$ cat config.mk
export PLATFORM = sky130hd
export DESIGN_NAME = compass_hard_iron_heading
export DESIGN_NICKNAME = d
export VERILOG_FILES = /design/src/design/chih_pkg.sv /design/src/design/chih_ctrl.sv /design/src/design/chih_dp.sv /design/src/design/compass_hard_iron_heading.sv
export SDC_FILE = /design/constraint.sdc
export NUM_CORES = 1
export LEC_CHECK = 0
export BUFFER_PORTS_ARGS = -buffer_cell sky130_fd_sc_hd__buf_4
export CORE_MARGIN = 3
export CORE_UTILIZATION = 39
export CTS_BUF_LIST = sky130_fd_sc_hd__clkbuf_2 sky130_fd_sc_hd__clkbuf_4 sky130_fd_sc_hd__clkbuf_8
export DETAILED_ROUTE_END_ITERATION = 10
export SETUP_SLACK_MARGIN = 0.5
export SLEW_MARGIN = 20
export SYNTH_ARGS = -nofsm -noshare
export SYNTH_HDL_FRONTEND = slang
export SYNTH_HIERARCHICAL = 1
export SYNTH_SLANG_ARGS = --single-unit
$ cat constraint.sdc
create_clock -name clk -period 5.2 [get_ports clk]
set_input_delay 0.26 -clock clk [delete_from_list [all_inputs] [get_ports clk]]
set_output_delay 0.26 -clock clk [all_outputs]
set_load 0.005 [all_outputs]
$ cat src/design/chih_pkg.sv
package chih_pkg;

	localparam int ANGLE_STEPS_DEF = 16;
	localparam int ATAN_LEN        = 24;
	localparam int ATAN_IDX_W      = 5;

	// angle units are 1/65536 of a tenth of a degree
	localparam int Z_W    = 27;
	localparam int XY_W   = 28;
	localparam int FULL_W = 28;

	localparam logic [FULL_W-1:0] QUARTER_TURN = FULL_W'(900 * 65536);
	localparam logic [FULL_W-1:0] HALF_TURN    = FULL_W'(1800 * 65536);
	localparam logic [FULL_W-1:0] FULL_TURN    = FULL_W'(3600 * 65536);
	localparam logic [11:0]       TENTHS_WRAP  = 12'd3600;

	typedef struct packed {
		logic               mode;
		logic signed [15:0] mag_x;
		logic signed [15:0] mag_y;
	} in_t;

	typedef struct packed {
		logic [11:0]        heading_tenths;
		logic               heading_valid;
		logic signed [15:0] x_center;
		logic signed [15:0] y_center;
	} out_t;

	typedef enum logic [2:0] {
		ST_IDLE,
		ST_EXT,
		ST_CTR,
		ST_DIFF,
		ST_INIT,
		ST_ITER,
		ST_PLACE,
		ST_EMIT
	} state_t;

	typedef struct packed {
		logic load;
		logic ext_upd;
		logic ctr;
		logic diff;
		logic init;
		logic iter;
		logic place;
		logic emit;
	} cmd_t;

	typedef struct packed {
		logic mode;
		logic last_step;
	} status_t;

	function automatic logic [Z_W-1:0] atan_entry(input logic [ATAN_IDX_W-1:0] idx);
		logic [Z_W-1:0] v;
		unique case (idx)
			5'd0:    v = Z_W'(29491200);
			5'd1:    v = Z_W'(17409672);
			5'd2:    v = Z_W'(9198793);
			5'd3:    v = Z_W'(4669451);
			5'd4:    v = Z_W'(2343786);
			5'd5:    v = Z_W'(1173036);
			5'd6:    v = Z_W'(586661);
			5'd7:    v = Z_W'(293348);
			5'd8:    v = Z_W'(146676);
			5'd9:    v = Z_W'(73339);
			5'd10:   v = Z_W'(36669);
			5'd11:   v = Z_W'(18335);
			5'd12:   v = Z_W'(9167);
			5'd13:   v = Z_W'(4584);
			5'd14:   v = Z_W'(2292);
			5'd15:   v = Z_W'(1146);
			5'd16:   v = Z_W'(573);
			5'd17:   v = Z_W'(286);
			5'd18:   v = Z_W'(143);
			5'd19:   v = Z_W'(72);
			5'd20:   v = Z_W'(36);
			5'd21:   v = Z_W'(18);
			5'd22:   v = Z_W'(9);
			5'd23:   v = Z_W'(4);
			default: v = '0;
		endcase
		return v;
	endfunction

endpackage

$ cat src/design/chih_ctrl.sv
module chih_ctrl
	import chih_pkg::*;
(
	input  logic    clk,
	input  logic    arst_n,
	input  logic    in_valid,
	output logic    in_ready,
	output logic    out_valid,
	input  logic    out_ready,
	input  status_t status,
	output cmd_t    cmd
);

	state_t state_q, state_d;
	logic   out_valid_q;
	logic   emit_ok;

	assign emit_ok   = !out_valid_q || out_ready;
	assign out_valid = out_valid_q;

	always_comb begin
		state_d = state_q;
		unique case (state_q)
			ST_IDLE:  if (in_valid) state_d = ST_EXT;
			ST_EXT:   state_d = ST_CTR;
			ST_CTR:   state_d = status.mode ? ST_DIFF : ST_EMIT;
			ST_DIFF:  state_d = ST_INIT;
			ST_INIT:  state_d = ST_ITER;
			ST_ITER:  if (status.last_step) state_d = ST_PLACE;
			ST_PLACE: state_d = ST_EMIT;
			ST_EMIT:  if (emit_ok) state_d = ST_IDLE;
			default:  state_d = ST_IDLE;
		endcase
	end

	always_comb begin
		cmd      = '0;
		in_ready = 1'b0;
		unique case (state_q)
			ST_IDLE: begin
				in_ready = 1'b1;
				cmd.load = in_valid;
			end
			ST_EXT:   cmd.ext_upd = 1'b1;
			ST_CTR:   cmd.ctr     = 1'b1;
			ST_DIFF:  cmd.diff    = 1'b1;
			ST_INIT:  cmd.init    = 1'b1;
			ST_ITER:  cmd.iter    = 1'b1;
			ST_PLACE: cmd.place   = 1'b1;
			ST_EMIT:  cmd.emit    = emit_ok;
			default: begin
				cmd      = '0;
				in_ready = 1'b0;
			end
		endcase
	end

	always_ff @(posedge clk or negedge arst_n) begin
		if (!arst_n) begin
			state_q     <= ST_IDLE;
			out_valid_q <= 1'b0;
		end else begin
			state_q <= state_d;
			if (cmd.emit)
				out_valid_q <= 1'b1;
			else if (out_ready)
				out_valid_q <= 1'b0;
		end
	end

endmodule

$ cat src/design/chih_dp.sv
module chih_dp
	import chih_pkg::*;
#(
	parameter int ANGLE_STEPS = ANGLE_STEPS_DEF
) (
	input  logic    clk,
	input  logic    arst_n,
	input  in_t     in_data,
	input  cmd_t    cmd,
	output status_t status,
	output out_t    out_data
);

	localparam int STEP_W = $clog2(ANGLE_STEPS);
	localparam logic [STEP_W-1:0] LAST_STEP = STEP_W'(ANGLE_STEPS - 1);

	in_t                smp_q;
	logic signed [15:0] x_low_q, x_high_q, y_low_q, y_high_q;
	logic signed [15:0] xc_q, yc_q;
	logic signed [16:0] dx_q, dy_q;
	logic               zero_q;
	logic signed [XY_W-1:0] x_q, y_q;
	logic signed [Z_W-1:0]  z_q;
	logic [STEP_W-1:0]      cnt_q;
	logic [FULL_W-1:0]      full_q;
	out_t                   out_q;

	// center: sum of extents halved, truncated toward zero
	logic signed [16:0] xsum, ysum, xsum_adj, ysum_adj;
	assign xsum     = 17'(x_high_q) + 17'(x_low_q);
	assign ysum     = 17'(y_high_q) + 17'(y_low_q);
	assign xsum_adj = xsum + 17'(xsum[16]);
	assign ysum_adj = ysum + 17'(ysum[16]);

	logic [15:0] ax, ay;
	logic [16:0] dx_neg, dy_neg;
	assign dx_neg = -dx_q;
	assign dy_neg = -dy_q;
	assign ax     = dx_q[16] ? dx_neg[15:0] : dx_q[15:0];
	assign ay     = dy_q[16] ? dy_neg[15:0] : dy_q[15:0];

	logic signed [XY_W-1:0] sx, sy;
	logic [Z_W-1:0]         step_angle;
	assign sx         = x_q >>> cnt_q;
	assign sy         = y_q >>> cnt_q;
	assign step_angle = atan_entry(ATAN_IDX_W'(cnt_q));

	// first-quadrant angle clamped to 0..a quarter turn, then placed by quadrant
	logic [FULL_W-1:0] qa, full_d;
	always_comb begin
		if (z_q[Z_W-1])
			qa = '0;
		else if (FULL_W'(z_q) > QUARTER_TURN)
			qa = QUARTER_TURN;
		else
			qa = FULL_W'(z_q);
		case ({dx_q[16], dy_q[16]})
			2'b00:   full_d = qa;
			2'b10:   full_d = HALF_TURN - qa;
			2'b11:   full_d = HALF_TURN + qa;
			default: full_d = FULL_TURN - qa;
		endcase
	end

	logic [FULL_W:0] rounded;
	logic [11:0]     tenths;
	assign rounded = {1'b0, full_q} + (FULL_W+1)'(32768);
	assign tenths  = (rounded[FULL_W:16] >= 13'(TENTHS_WRAP)) ? 12'd0 : rounded[27:16];

	always_ff @(posedge clk or negedge arst_n) begin
		if (!arst_n) begin
			x_low_q  <= 16'sd32767;
			x_high_q <= -16'sd32768;
			y_low_q  <= 16'sd32767;
			y_high_q <= -16'sd32768;
		end else if (cmd.ext_upd && !smp_q.mode) begin
			if (smp_q.mag_x < x_low_q)  x_low_q  <= smp_q.mag_x;
			if (smp_q.mag_x > x_high_q) x_high_q <= smp_q.mag_x;
			if (smp_q.mag_y < y_low_q)  y_low_q  <= smp_q.mag_y;
			if (smp_q.mag_y > y_high_q) y_high_q <= smp_q.mag_y;
		end
	end

	always_ff @(posedge clk) begin
		if (cmd.load)
			smp_q <= in_data;
		if (cmd.ctr) begin
			xc_q <= xsum_adj[16:1];
			yc_q <= ysum_adj[16:1];
		end
		if (cmd.diff) begin
			dx_q <= 17'(smp_q.mag_x) - 17'(xc_q);
			dy_q <= 17'(smp_q.mag_y) - 17'(yc_q);
		end
		if (cmd.init) begin
			x_q    <= XY_W'({ax, 8'd0});
			y_q    <= XY_W'({ay, 8'd0});
			z_q    <= '0;
			cnt_q  <= '0;
			zero_q <= (dx_q == '0) && (dy_q == '0);
		end
		if (cmd.iter) begin
			if (!y_q[XY_W-1]) begin
				x_q <= x_q + sy;
				y_q <= y_q - sx;
				z_q <= z_q + step_angle;
			end else begin
				x_q <= x_q - sy;
				y_q <= y_q + sx;
				z_q <= z_q - step_angle;
			end
			cnt_q <= cnt_q + 1'b1;
		end
		if (cmd.place)
			full_q <= full_d;
		if (cmd.emit) begin
			out_q.heading_tenths <= (smp_q.mode && !zero_q) ? tenths : 12'd0;
			out_q.heading_valid  <= smp_q.mode;
			out_q.x_center       <= xc_q;
			out_q.y_center       <= yc_q;
		end
	end

	assign status.mode      = smp_q.mode;
	assign status.last_step = (cnt_q == LAST_STEP);
	assign out_data         = out_q;

endmodule

$ cat src/design/compass_hard_iron_heading.sv
// Hard-iron compensated compass heading. Each request carries a raw X/Y
// magnetometer sample and a mode bit. A calibration sample (mode 0) widens the
// stored X/Y min/max and returns the new centers with heading_valid low. A
// heading sample (mode 1) subtracts the centers and returns the angle of the
// offset vector in tenths of a degree, 0..3599, counterclockwise from +X. One
// request is in flight at a time; a result sits in an output register, so the
// next request is taken while it waits. A calibration request passes through
// the extent update, center and emit states. A heading request adds the offset
// subtraction, the CORDIC setup, the CORDIC vectoring loop, which does one
// rotation per cycle on a shared shift-add unit, and quadrant placement before
// its emit state. A result still waiting on out_ready holds the next one back,
// and with it the input.
module compass_hard_iron_heading
	import chih_pkg::*;
#(
	parameter int ANGLE_STEPS = ANGLE_STEPS_DEF
) (
	input  logic clk,
	input  logic arst_n,
	input  logic in_valid,
	output logic in_ready,
	input  in_t  in_data,
	output logic out_valid,
	input  logic out_ready,
	output out_t out_data
);

	cmd_t    cmd;
	status_t status;

	chih_ctrl u_ctrl (
		.clk      (clk),
		.arst_n   (arst_n),
		.in_valid (in_valid),
		.in_ready (in_ready),
		.out_valid(out_valid),
		.out_ready(out_ready),
		.status   (status),
		.cmd      (cmd)
	);

	chih_dp #(
		.ANGLE_STEPS(ANGLE_STEPS)
	) u_dp (
		.clk     (clk),
		.arst_n  (arst_n),
		.in_data (in_data),
		.cmd     (cmd),
		.status  (status),
		.out_data(out_data)
	);

endmodule
==> key figures <==
Run status
  – Outcome: finished clean

STA
  – Final-report hold violation count: 0
  – Count of final max-slew check failures: 0
  – Final setup violation count: 0
  – Crit path time final: 5.15 ns
  – Worst-margin pin slew: ~1.1 ns
  – Final setup margin: approximately 0.05 ns
  – Post-route clock skew: between 0.03 and 0.04 ns
  – Share of the cycle needed by the critical path after routing: 0.990
  – RSZ-0062 raised after global routing: true
  – Worst slew margin: 0.297
  – Fmax achieved: ~190 MHz

Synth
  – Register bit total from synthesis: roughly 340
  – Area contributors post-synth: sky130_fd_sc_hd__edfxtp_1 (26%), sky130_fd_sc_hd__ha_1 (10%), sky130_fd_sc_hd__xnor2_1 (5.1%)
  – Gate count of the mapped netlist: about 3,000
  – Top-area cell type share of the netlist area: 0.256
  – Combined area of all synthesized cells: roughly 29,000 µm²
  – Post-synth top area cell: sky130_fd_sc_hd__edfxtp_1
  – Part of the Yosys area used for sequential elements: 0.333
  – Distinct cell type count after synthesis: about 100
  – Proportion of register bits with asynchronous set or reset after synthesis: 0.201
  – Total number of yosys warnings: 6
  – Number of enable-type register cells in the synthesized netlist: 245
  – Net count of the mapped netlist: ~3,300
  – Avg Inst Size Synth: 9.44 µm²
  – Commonest register cell after synthesis: sky130_fd_sc_hd__edfxtp_1

Worst setup path
  – Top fanout value on the critical path: 6
  – Flop2flop setup slack: 0.05 ns
  – Number of cell instances on the worst register-to-register path: 22
  – End of the worst register-to-register path: u_dp/x_q[19]
  – Arrival time of the worst setup path: approximately 5.6 ns
  – Launch point of the worst reg-to-reg path: u_dp/cnt_q[1]
  – Required time of the critical path: between 5 and 6 ns
  – Type of element launching the critical path: flop
  – Kind of capture point of the worst setup path: flop
  – Type of the setup path with the least slack: flop to flop

GRT
  – Residual overflow from global routing: 0
  – First-pass GRT wire length: ~130,000 µm
  – Maximum number of pins on one net before global-route repair: slightly below 90
  – Vias in the first global route: roughly 24,000
  – Antenna violations before repair: 3
  – Global-route usage over all layers: 0.211

Die
  – Number of placement rows: 98
  – Core footprint: roughly 72,000 µm²
  – Area of the die: 77,100 µm²
  – Vertical die dimension: around 280 µm
  – Ports placed on the boundary: 84
  – Initial core utilization: 0.398
  – Die boundary width: between 200 and 300 µm

Layout
  – Leading cell types in the layout, fill and taps excluded: sky130_fd_sc_hd__buf_4 (373), sky130_fd_sc_hd__edfxtp_1 (245), sky130_fd_sc_hd__ha_1 (236), sky130_fd_sc_hd__nor2_1 (228), sky130_fd_sc_hd__nand2_1 (206)
  – Nets@finish: roughly 3,700
  – Layout cells sized above 1: 0.220
  – Layout Area Growth over Synthesis: 21.6%
  – Most common library cell in the layout ignoring fill and taps: sky130_fd_sc_hd__buf_4

Placed design
  – Worst slack, placed: -0.215 ns
  – Half-perimeter wire length after detailed placement: 60,900 µm
  – Routability cong.: 0.913
  – Quantity of I/O buffers inserted on ports: 83

Clocking
  – Deepest clock path buffer count: 3
  – Latest clock arrival within the worst-skew pair: roughly 0.67 ns
  – Number of buffers created by CTS: between 60 and 70
  – Total clock sinks: about 340
  – Clock transition at path regs: 0.06 ns
  – TritonCTS clock tree: built
  – CTS root buffer: sky130_fd_sc_hd__clkbuf_8
  – Number of levels the H-tree was split into: 3

Route
  – Count of antenna-violating nets left after detailed routing: 0
  – Post-DR vias/cell: around 5.7
  – Via Count: between 20,000 and 30,000
  – Final routed DRC violation total: 0
  – DR iter-0 viols: 1,957
  – Router iterations before antenna repair: 8
  – Wire per inst: 18.7 µm
  – Detailed Route WL: a little over 80,000 µm

Flow run
  – Max_cap viols: 0

Worst hold path
  – Class of the most critical hold timing path: primary input to asynchronous set/reset pin
## critical path, cell delays in order (launching register included)
cell	delay (ns)
sky130_fd_sc_hd__edfxtp_1	0.45
sky130_fd_sc_hd__buf_6	0.17
sky130_fd_sc_hd__buf_16	0.13
sky130_fd_sc_hd__buf_6	0.12
sky130_fd_sc_hd__mux4_2	0.43
sky130_fd_sc_hd__mux4_2	0.53
sky130_fd_sc_hd__a211o_1	0.34
sky130_fd_sc_hd__buf_4	0.15
sky130_fd_sc_hd__a21oi_2	0.13
sky130_fd_sc_hd__a21oi_1	0.11
sky130_fd_sc_hd__xnor2_1	0.17
sky130_fd_sc_hd__buf_4	0.14
sky130_fd_sc_hd__ha_1	0.28
sky130_fd_sc_hd__and3_1	0.20
sky130_fd_sc_hd__a221oi_4	0.29
sky130_fd_sc_hd__o2bb2ai_2	0.09
sky130_fd_sc_hd__buf_4	0.14
sky130_fd_sc_hd__o31ai_4	0.20
sky130_fd_sc_hd__nand2b_1	0.12
sky130_fd_sc_hd__a31o_2	0.23
sky130_fd_sc_hd__a21oi_2	0.15
sky130_fd_sc_hd__nor3_1	0.07
sky130_fd_sc_hd__a311o_1	0.27
## metrics by stage
stage | utilization | setup TNS (ns) | hold WS [ns] | cells | area (µm²)
2_1_floorplan | - | 0 | -0.0356 | 3048 | 28900
3_3_place_gp | 0.446 | -0.453 | 0.107 | 4232 | 32300
3_5_place_dp | 0.446 | -1.39 | 0.108 | 4232 | 32300
4_1_cts | 0.479 | 0 | 0.0771 | 4419 | 34700
5_1_grt | 0.484 | -0.614 | 0.111 | 4430 | 35000
6_report | 0.484 | 0 | 0.141 | 4430 | 35000
## cell families after synthesis
group,count (synthesis),synth area share
adder cells (fa/ha/maj),246,0.109
AO/OA/AOI/OAI,759,0.177
buffers and inverters,312,0.0434
multiplexers,147,0.0876
XOR/XNOR,241,0.0741
flip-flops,338,0.333
AND/OR/NAND/NOR,1005,0.176
## layout make-up
class                      count  area [µm²]
fill                        6752       37300
multi-input combinational   2398       18600
sequential                   338        9600
timing repair buffer         431        3520
clock buffer                 101        1250
tap                          950        1190
inverter                     189         711
clock inverter                21         129
antenna                        2        5.00
## flip-flops by register name, summed over array words and instances, names as in the netlist, 3 cells and up
signal	count
u_dp/x_q	28
u_dp/dx_q	17
u_dp/y_q	28
u_dp/cnt_q	4
u_dp/x_high_q	16
u_ctrl/state_q	3
u_dp/smp_q	32
u_dp/y_low_q	16
u_dp/dy_q	17
u_dp/z_q	27
u_dp/y_high_q	16
u_dp/full_q	13
u_dp/step_angle	25
u_dp/yc_q	16
u_dp/out_data	45
u_dp/xc_q	16
u_dp/x_low_q	16
## Yosys cell counts (all sizes together), types with 72 or more instances
cell,number
a21oi,165
and2,72
clkbuf,89
edfxtp,245
ha,239
inv,187
nand2,208
nand3,138
nor2,234
nor3,77
o21ai,168
xnor2,167
xor2,73
## repair_timing
item,4_1_cts,5_1_grt
endpoints found under the hold margin,77,0
hold buffers,37,0
resized for setup,101,51
endpoints found under the setup margin,34,44
setup buffers,26,9
pin swaps,74,42
gates cloned,2,0
## how the worst max path moves through the flow
stage,startpoint,end,slack [ns],depth (start not counted)
2_1_floorplan,u_dp/cnt_q[1],u_dp/y_q[23],0.11,22
3_3_place_gp,u_dp/cnt_q[1],u_dp/x_q[27],-0.18,22
3_5_place_dp,u_dp/cnt_q[1],u_dp/x_q[27],-0.21,21
4_1_cts,u_dp/cnt_q[1],u_dp/x_q[26],0.07,24
5_1_grt,u_dp/cnt_q[1],u_dp/x_q[20],-0.12,21
6_report,u_dp/cnt_q[1],u_dp/x_q[19],0.05,22
## per-layer routing
metal	wire length, µm	global-route usage
met5	0	0
met4	2560	0.0738
met3	4840	0.0358
met2	38500	0.348
met1	36900	0.280
Power is left out: the tool's default activity adds up to more than one toggle a clock period on the data nets, which glitch-free logic cannot reach.
